==> src/rtl/core/dtms_pkg.sv <==
// ============================================================================
// dtms_pkg
// Types, constants and the unit table shared by the duration text parser.
// ============================================================================
`default_nettype none

package dtms_pkg;

    // Character codes that steer the parser.
    localparam logic [7:0] CHAR_SPACE = 8'h20;
    localparam logic [7:0] CHAR_ZERO  = 8'h30;
    localparam logic [7:0] CHAR_NINE  = 8'h39;

    // Unit scale factors in milliseconds.
    localparam int unsigned SCALE_W = 22;
    localparam logic [SCALE_W-1:0] SCALE_MS   = 22'd1;
    localparam logic [SCALE_W-1:0] SCALE_SEC  = 22'd1000;
    localparam logic [SCALE_W-1:0] SCALE_MIN  = 22'd60000;
    localparam logic [SCALE_W-1:0] SCALE_HOUR = 22'd3600000;

    // Token length saturates here; a token this long never matches.
    localparam logic [2:0] TOKEN_LEN_SAT = 3'd5;

    // Packed token spellings, newest character in the low byte.
    localparam logic [31:0] TOK_S    = 32'h0000_0073;
    localparam logic [31:0] TOK_H    = 32'h0000_0068;
    localparam logic [31:0] TOK_MS   = 32'h0000_6D73;
    localparam logic [31:0] TOK_MN   = 32'h0000_6D6E;
    localparam logic [31:0] TOK_HR   = 32'h0000_6872;
    localparam logic [31:0] TOK_SEC  = 32'h0073_6563;
    localparam logic [31:0] TOK_MIN  = 32'h006D_696E;
    localparam logic [31:0] TOK_MSEC = 32'h6D73_6563;

    // One input beat.
    typedef struct packed {
        logic [7:0] text_char;
        logic       is_last;
    } dtms_in_t;

    // One result beat.
    typedef struct packed {
        logic [31:0] total_ms;
        logic        parse_ok;
    } dtms_out_t;

    // Parser state carried from one character to the next.
    typedef struct packed {
        logic        reading_number;
        logic        digit_seen;
        logic [31:0] number_value;
        logic [31:0] token_chars;
        logic [2:0]  token_length;
        logic [31:0] running_total;
        logic        unit_found;
        logic        error_seen;
    } dtms_state_t;

    localparam dtms_state_t STATE_RESET = '{
        reading_number: 1'b1,
        digit_seen:     1'b0,
        number_value:   32'd0,
        token_chars:    32'd0,
        token_length:   3'd0,
        running_total:  32'd0,
        unit_found:     1'b0,
        error_seen:     1'b0
    };

    // Scale of a unit token; zero means the token is not a unit.
    function automatic logic [SCALE_W-1:0] unit_scale(input logic [31:0] chars,
                                                      input logic [2:0]  len);
        logic [SCALE_W-1:0] scale;
        scale = '0;
        case (len)
            3'd1: begin
                if (chars == TOK_S)      scale = SCALE_SEC;
                else if (chars == TOK_H) scale = SCALE_HOUR;
            end
            3'd2: begin
                if (chars == TOK_MS)      scale = SCALE_MS;
                else if (chars == TOK_MN) scale = SCALE_MIN;
                else if (chars == TOK_HR) scale = SCALE_HOUR;
            end
            3'd3: begin
                if (chars == TOK_SEC)      scale = SCALE_SEC;
                else if (chars == TOK_MIN) scale = SCALE_MIN;
            end
            3'd4: begin
                if (chars == TOK_MSEC) scale = SCALE_MS;
            end
            default: begin
                scale = '0;
            end
        endcase
        return scale;
    endfunction

endpackage

`default_nettype wire

==> src/rtl/core/dtms_unit_match.sv <==
// ============================================================================
// dtms_unit_match
// Matches the collected token against the unit table and scales the number.
// ============================================================================
`default_nettype none

module dtms_unit_match
    import dtms_pkg::*;
(
    input  wire logic [31:0] token_chars,
    input  wire logic [2:0]  token_length,
    input  wire logic [31:0] number_value,
    output logic             unit_hit,
    output logic [31:0]      scaled_value
);

    logic [SCALE_W-1:0]      scale;
    logic [31+SCALE_W:0]     product;

    // Look up the scale and multiply by the constant it selects.
    always_comb begin
        scale        = unit_scale(token_chars, token_length);
        unit_hit     = (scale != '0);
        product      = number_value * scale;
        scaled_value = product[31:0];
    end

endmodule

`default_nettype wire

==> src/rtl/core/dtms_char_step.sv <==
// ============================================================================
// dtms_char_step
// Next-state and result logic for one character of the duration text.
// ============================================================================
`default_nettype none

module dtms_char_step
    import dtms_pkg::*;
(
    input  wire dtms_state_t cur_state,
    input  wire dtms_in_t    in_beat,
    output dtms_state_t      next_state,
    output dtms_out_t        result
);

    logic        is_space;
    logic        is_digit;
    logic [31:0] digit_value;
    logic        close_req;
    logic        digit_after_close;
    logic        unit_hit;
    logic [31:0] scaled_value;
    dtms_state_t mid_state;

    // Character classes; a decimal digit's value is its low nibble.
    assign is_space    = (in_beat.text_char == CHAR_SPACE);
    assign is_digit    = (in_beat.text_char >= CHAR_ZERO) && (in_beat.text_char <= CHAR_NINE);
    assign digit_value = {28'd0, in_beat.text_char[3:0]};

    // Token updates and the close request; the number is not touched when a
    // token closes, so the multiplier always sees the current number.
    always_comb begin
        mid_state         = cur_state;
        close_req         = 1'b0;
        digit_after_close = 1'b0;
        if (!cur_state.error_seen) begin
            if (cur_state.reading_number) begin
                if (is_space) begin
                    mid_state = cur_state;
                end else if (is_digit) begin
                    mid_state.number_value = (cur_state.number_value << 3)
                                           + (cur_state.number_value << 1) + digit_value;
                    mid_state.digit_seen   = 1'b1;
                end else if (!cur_state.digit_seen) begin
                    mid_state.error_seen = 1'b1;
                end else begin
                    mid_state.reading_number = 1'b0;
                    mid_state.token_chars    = {24'd0, in_beat.text_char};
                    mid_state.token_length   = 3'd1;
                end
            end else if (is_space || is_digit) begin
                close_req         = 1'b1;
                digit_after_close = is_digit;
            end else begin
                mid_state.token_chars = {cur_state.token_chars[23:0], in_beat.text_char};
                if (cur_state.token_length < TOKEN_LEN_SAT) begin
                    mid_state.token_length = cur_state.token_length + 3'd1;
                end
            end
        end
        // A token still open at the end of the text is closed as well.
        if (in_beat.is_last && !mid_state.error_seen && !mid_state.reading_number) begin
            close_req = 1'b1;
        end
    end

    dtms_unit_match u_unit_match (
        .token_chars  (mid_state.token_chars),
        .token_length (mid_state.token_length),
        .number_value (cur_state.number_value),
        .unit_hit     (unit_hit),
        .scaled_value (scaled_value)
    );

    // Apply the unit, check for a dangling number, form the result and clear
    // the state after the last character.
    always_comb begin
        next_state = mid_state;
        if (close_req) begin
            if (!unit_hit) begin
                next_state.error_seen = 1'b1;
            end else begin
                next_state.running_total  = mid_state.running_total + scaled_value;
                next_state.number_value   = 32'd0;
                next_state.reading_number = 1'b1;
                next_state.digit_seen     = 1'b0;
                next_state.unit_found     = 1'b1;
                next_state.token_chars    = 32'd0;
                next_state.token_length   = 3'd0;
                if (digit_after_close) begin
                    next_state.number_value = digit_value;
                    next_state.digit_seen   = 1'b1;
                end
            end
        end
        if (in_beat.is_last && !next_state.error_seen && next_state.reading_number
            && next_state.digit_seen) begin
            next_state.error_seen = 1'b1;
        end
        result.parse_ok = !next_state.error_seen && next_state.unit_found;
        result.total_ms = result.parse_ok ? next_state.running_total : 32'd0;
        if (in_beat.is_last) begin
            next_state = STATE_RESET;
        end
    end

endmodule

`default_nettype wire

==> src/rtl/core/duration_text_to_milliseconds.sv <==
// ============================================================================
// duration_text_to_milliseconds
// Parses a duration text such as "1 h 23 mn 5 s" into milliseconds.
// ============================================================================
// Characters arrive on the s_ channel, one per beat, with is_last marking the
// final character of a string. Only the last character yields a beat on the
// m_ channel: total_ms (modulo 2^32) and parse_ok; earlier characters yield
// nothing. After the last character the parser clears itself for the next
// string.
// A last character is taken into the input register and passes through the parser
// into the result register, which drives m_valid; it waits in the input register
// while the result register still holds a result that has not been taken.
// Throughput: one character per cycle unless a last character waits; the parser
// state, the token match and the constant multiply-accumulate update together
// from the input register, so characters may follow each other back to back.
// When the receiver stalls, the result stays in the output register and
// characters keep flowing until a further last character has to wait for it;
// s_ready then drops until m_ready frees the result register.
// Reset (aresetn low, synchronous) empties both registers and returns the
// parser to its idle state; no result is pending afterwards.
// ============================================================================
`default_nettype none

module duration_text_to_milliseconds
    import dtms_pkg::*;
(
    input  wire logic     aclk,
    input  wire logic     aresetn,
    input  wire logic     s_valid,
    output logic          s_ready,
    input  wire dtms_in_t s_data,
    output logic          m_valid,
    input  wire logic     m_ready,
    output dtms_out_t     m_data
);

    dtms_in_t    in_reg;
    logic        in_valid_reg;
    dtms_state_t state_reg;
    dtms_state_t state_next;
    dtms_out_t   out_reg;
    dtms_out_t   out_next;
    logic        out_valid_reg;
    logic        out_free;
    logic        advance;

    // A character leaves the input register unless it is a last character
    // whose result cannot yet be stored.
    assign out_free = !out_valid_reg || m_ready;
    assign advance  = in_valid_reg && (!in_reg.is_last || out_free);
    assign s_ready  = !in_valid_reg || advance;

    dtms_char_step u_char_step (
        .cur_state  (state_reg),
        .in_beat    (in_reg),
        .next_state (state_next),
        .result     (out_next)
    );

    // Input register.
    always_ff @(posedge aclk) begin
        if (!aresetn) begin
            in_valid_reg <= 1'b0;
        end else if (s_ready) begin
            in_valid_reg <= s_valid;
        end
        if (s_valid && s_ready) begin
            in_reg <= s_data;
        end
    end

    // Parser state.
    always_ff @(posedge aclk) begin
        if (!aresetn) begin
            state_reg <= STATE_RESET;
        end else if (advance) begin
            state_reg <= state_next;
        end
    end

    // Result register.
    always_ff @(posedge aclk) begin
        if (!aresetn) begin
            out_valid_reg <= 1'b0;
        end else if (advance && in_reg.is_last) begin
            out_valid_reg <= 1'b1;
        end else if (m_ready) begin
            out_valid_reg <= 1'b0;
        end
        if (advance && in_reg.is_last) begin
            out_reg <= out_next;
        end
    end

    assign m_valid = out_valid_reg;
    assign m_data  = out_reg;

endmodule

`default_nettype wire

==> config.mk <==
export PLATFORM = sky130hd
export DESIGN_NAME = duration_text_to_milliseconds
export DESIGN_NICKNAME = d
export VERILOG_FILES = /design/src/rtl/core/dtms_pkg.sv /design/src/rtl/core/dtms_unit_match.sv /design/src/rtl/core/dtms_char_step.sv /design/src/rtl/core/duration_text_to_milliseconds.sv
export SDC_FILE = /design/constraint.sdc
export NUM_CORES = 1
export LEC_CHECK = 0
export BUFFER_PORTS_ARGS = -buffer_cell sky130_fd_sc_hd__buf_4
export CORE_AREA = 2 2 218 263
export DETAILED_ROUTE_END_ITERATION = 10
export DIE_AREA = 0 0 220 265
export PLACE_DENSITY_LB_ADDON = 0.1
export SLEW_MARGIN = 15
export SYNTH_ARGS = -nofsm -noshare
export SYNTH_HDL_FRONTEND = slang
export SYNTH_HIERARCHICAL = 1
export SYNTH_SLANG_ARGS = --single-unit
export TNS_END_PERCENT = 5
==> constraint.sdc <==
create_clock -name aclk -period 14.2 [get_ports aclk]
set_clock_uncertainty 0.05 [all_clocks]
set_input_delay 0.71 -clock aclk [delete_from_list [all_inputs] [get_ports aclk]]
set_output_delay 0.71 -clock aclk [all_outputs]
set_load 0.01 [all_outputs]
==> results.txt <==
- Vias in the first global route: 17870
* Die Y-Extent: 265 µm
- Headroom to the max-slew limit: 23.02%
- Reg-to-reg critical path startpoint: in_reg[2]
- Per report_power, the combinational group accounts for 5.1% of the total.
* GP Congestion: 0.8763
- In this design, the stage delay of the slowest critical-path cell is 0.97 ns.
* Final std cells w/o fill: 3312
- Summing every instance area after synthesis gives 22120 µm².
- Launch point of the worst hold path: s_data[0]
* Commonest non-fill, non-tap cell in the layout: sky130_fd_sc_hd__inv_1
- Die Area: 58300 µm²
- Of the post-synthesis cell area, the dominant cell type holds 22.35%.
* End point of the most critical hold path: in_reg[0]
- Layout-stage area growth over the synthesis result: 7.267%
* Worst EP required: 14.45 ns
- Most frequent cells in the layout: 438 x sky130_fd_sc_hd__inv_1, 347 x sky130_fd_sc_hd__nand2_1, 249 x sky130_fd_sc_hd__ha_1
- Counting instances, the worst hold path has a depth of 1.
- Largest cells by area after synthesis: sky130_fd_sc_hd__fa_1 22%, sky130_fd_sc_hd__ha_1 14%, sky130_fd_sc_hd__dfxtp_1 9.5%
- Library cell occupying the most area in the post-synthesis netlist: sky130_fd_sc_hd__fa_1
- Summed over all layers, the global routing overflow is 0.
- The initialized floorplan defines 95 standard-cell rows.
* Core box area: 55630 µm²
- Yosys printed 6 warnings.
- Of the total power, the clock network draws 49.4%.
- Maximum clock path buffer count: 2
- Entering global routing, the biggest net connects 116 pins.
- Type of destination of the critical path: flop
* Final hold viol count: 0
- In the final routed layout, each cell accounts on average for 17.83 µm.
- The worst setup path is of the flop to flop kind.
- Final setup violation count: 0
- Clock net sink count: 147
- Share of the yosys chip area belonging to registers: 15.20%
- The synthesized design contains 42 enable-type register cells.
- Critical Path Most Common Cell: sky130_fd_sc_hd__fa_1
- Post-DR vias/cell: 5.110
* Fill cell instance count of the final layout: 5609
- Of the available clock period, the critical path in the final layout requires 93.25%.
* CTS tree: done
- Maximum level of the CTS H-tree: 4
- The cell sitting at the root of the clock tree is a sky130_fd_sc_hd__clkbuf_16.
- Maximum frequency from static timing analysis: 75.52 MHz
* Number of antenna violations at the first check in global routing: 0
- Post-synthesis cell type count: 90
* Overall fraction of global-route tracks in use: 21.15%
* Synthesized area per cell: 8.578 µm²
- Overall routed net length: 59060 µm
- The worst setup path is launched from a flop.
* Maximum fanout along the worst path: 27
- The run finished with clean final reports.
* Flip-flop count of the largest register, all copies and words added: 103
- Measured on the finished design, the core utilization comes to 42.66%.
* Total number of nets in the final design: 3081
- Fin. max-slew vios: 0
- Insertion delay of the later-clocked pin in the worst-skew pair: 0.45 ns
* R2R Path End: state_reg[33]
* Fraction of layout instances using a drive strength above 1: 5.880%
* Top flip-flop cell by instance count after synthesis: sky130_fd_sc_hd__dfxtp_1
- Subtracting the final worst setup slack from the clock period gives 13.24 ns.
* Seq cells post-synth: 147
- Number of cells on the worst reg-to-reg path: 40
* DRT iter0 DRCs: 875
- Per report_power, the sequential group accounts for 45.5% of the total.
- Worst slack on hold paths: 0.3889 ns
- Number of top-level pins: 48
* Clock-pin slew of the registers on the worst-case setup and hold paths: 0.07 ns
- For this design the total switching power over the nets is 0.2467 mW.
* Count of unresolved DRC violations after routing: 0
- Clock buffer count from CTS: 17
* Net count of the mapped netlist: 3088
- Dividing total power by cell area gives a power density of 40.50 nW/µm².
- Final ANT Viol Nets: 0
* Post-detailed-placement cell area: 23140 µm²
- Final HPWL DP: 47140 µm
- Postcts setup bufs: 0
- The first global-routing pass estimated 96950 µm of wire.
- Library cell contributing the largest single delay on the critical path: sky130_fd_sc_hd__nor4_1
* Reg-to-reg slack, setup: 0.96 ns
* Slew @ Worst Pin: 1.126 ns
* Share of synthesized flip-flops with an asynchronous set or reset: 0%
* Summed negative setup slack over all endpoints: 0 ns
- Pint: 0.7143 mW
- Horizontal die dimension: 220 µm
- IO Port Bufs: 47
* Number of instances in the placed design: 3280
- The worst-case IR drop observed on VDD is 72.86 µV.
- Detailed routing inserted a total of 16930 vias.
- Summing all non-filler instances in the final layout gives an area of 23730 µm².
- Net switching is 25.67% of the power.
- Max-cap violations in this run came to 0.
* Initial core utilization: 39.77%
- Gates resized during post-CTS repair numbered 0.
- The path class of the tightest hold or removal check is input port to flop.
* Number of iterations in the first detailed-routing pass: 7
- Antenna Diode Count: 0
* Post-synthesis instance total: 2579
- Post-cts hold buffer count: 0
- Setup repair after global routing left no endpoint under its margin.
- Static Leakage: 11.11 nW
- For the worst setup path, the data arrival time is 13.49 ns.
==> power groups by stage <==
stage	Combinational (mW)	Sequential, mW	Clock (mW)
2_1_floorplan	0.0348	0.447	0
3_3_place_gp	0.0499	0.447	0
3_5_place_dp	0.0501	0.447	0
4_1_cts	0.0502	0.437	0.489
5_1_grt	0.0537	0.438	0.506
6_report	0.0492	0.437	0.474
==> per-layer routing <==
| layer | up-vias | track usage [%] | wire length [µm] |
|---|---|---|---|
| met5 | - | 0 | 0 |
| met4 | 0 | 5.623 | 1362 |
| li1 | 8398 | - | - |
| met2 | 252 | 37.62 | 29940 |
| met3 | 54 | 2.031 | 1233 |
| met1 | 8221 | 27.18 | 26520 |
==> layout make-up <==
type,instances,area [µm²],area share [%]
Clock inverter,15,170.2,0.7170
Clock buffer,17,425.4,1.793
Sequential cell,147,3363,14.17
Tap cell,727,909.6,3.833
Multi-Input combinational cell,1897,16670,70.26
Inverter,439,1648,6.944
Timing Repair Buffer,70,541.8,2.283
==> worst max-delay path, delay by kind of cell, from the launching register on <==
kind / cells / cell delay (ns)
and+or+nand+nor: 11 / 3.86
adders and majority gates: 9 / 4.17
xor gates and xnor gates: 1 / 0.28
buffers and inverters: 5 / 0.52
muxes: 2 / 0.45
DFF: 1 / 0.46
AOI/OAI and AO/OA: 12 / 3.29
==> worst max-delay path by stage <==
stage / startpoint / endpoint / cells past startpoint
floorplan: in_reg[2] / state_reg[33] / 46
global placement: in_reg[2] / state_reg[33] / 43
detailed placement: in_reg[2] / state_reg[33] / 40
CTS: in_reg[2] / state_reg[33] / 40
global route: in_reg[2] / state_reg[33] / 40
finish: in_reg[2] / state_reg[33] / 40
==> cells in the mapped netlist, types with 40 or more instances <==
library cell               number
sky130_fd_sc_hd__nand3_1       40
sky130_fd_sc_hd__and2_1       145
sky130_fd_sc_hd__a21oi_1      109
sky130_fd_sc_hd__clkbuf_1      74
sky130_fd_sc_hd__nor2b_1       49
sky130_fd_sc_hd__fa_1         247
sky130_fd_sc_hd__edfxtp_1      42
sky130_fd_sc_hd__o21ai_0       59
sky130_fd_sc_hd__xnor2_1       74
sky130_fd_sc_hd__mux2i_1      121
sky130_fd_sc_hd__ha_1         249
sky130_fd_sc_hd__nand2_1      347
sky130_fd_sc_hd__inv_1        438
sky130_fd_sc_hd__dfxtp_1      105
sky130_fd_sc_hd__nor2_1       114
==> cell families after synthesis <==
group	share of synthesized area, %
muxes	5.780
DFF	15.20
AOI/OAI and AO/OA	11.36
xor gates and xnor gates	3.902
buffers and inverters	9.637
and+or+nand+nor	17.69
adders and majority gates	36.43
==> metrics by stage <==
stage | worst slack, ns | power, mW
3_5_place_dp | 1.096 | 0.4970
4_1_cts | 1.073 | 0.9769
2_1_floorplan | 3.177 | 0.4821
6_report | 0.9584 | 0.9610
3_3_place_gp | 1.153 | 0.4966
5_1_grt | 0.2450 | 0.9972
No activity file was read; power rests on OpenSTA's default activity.
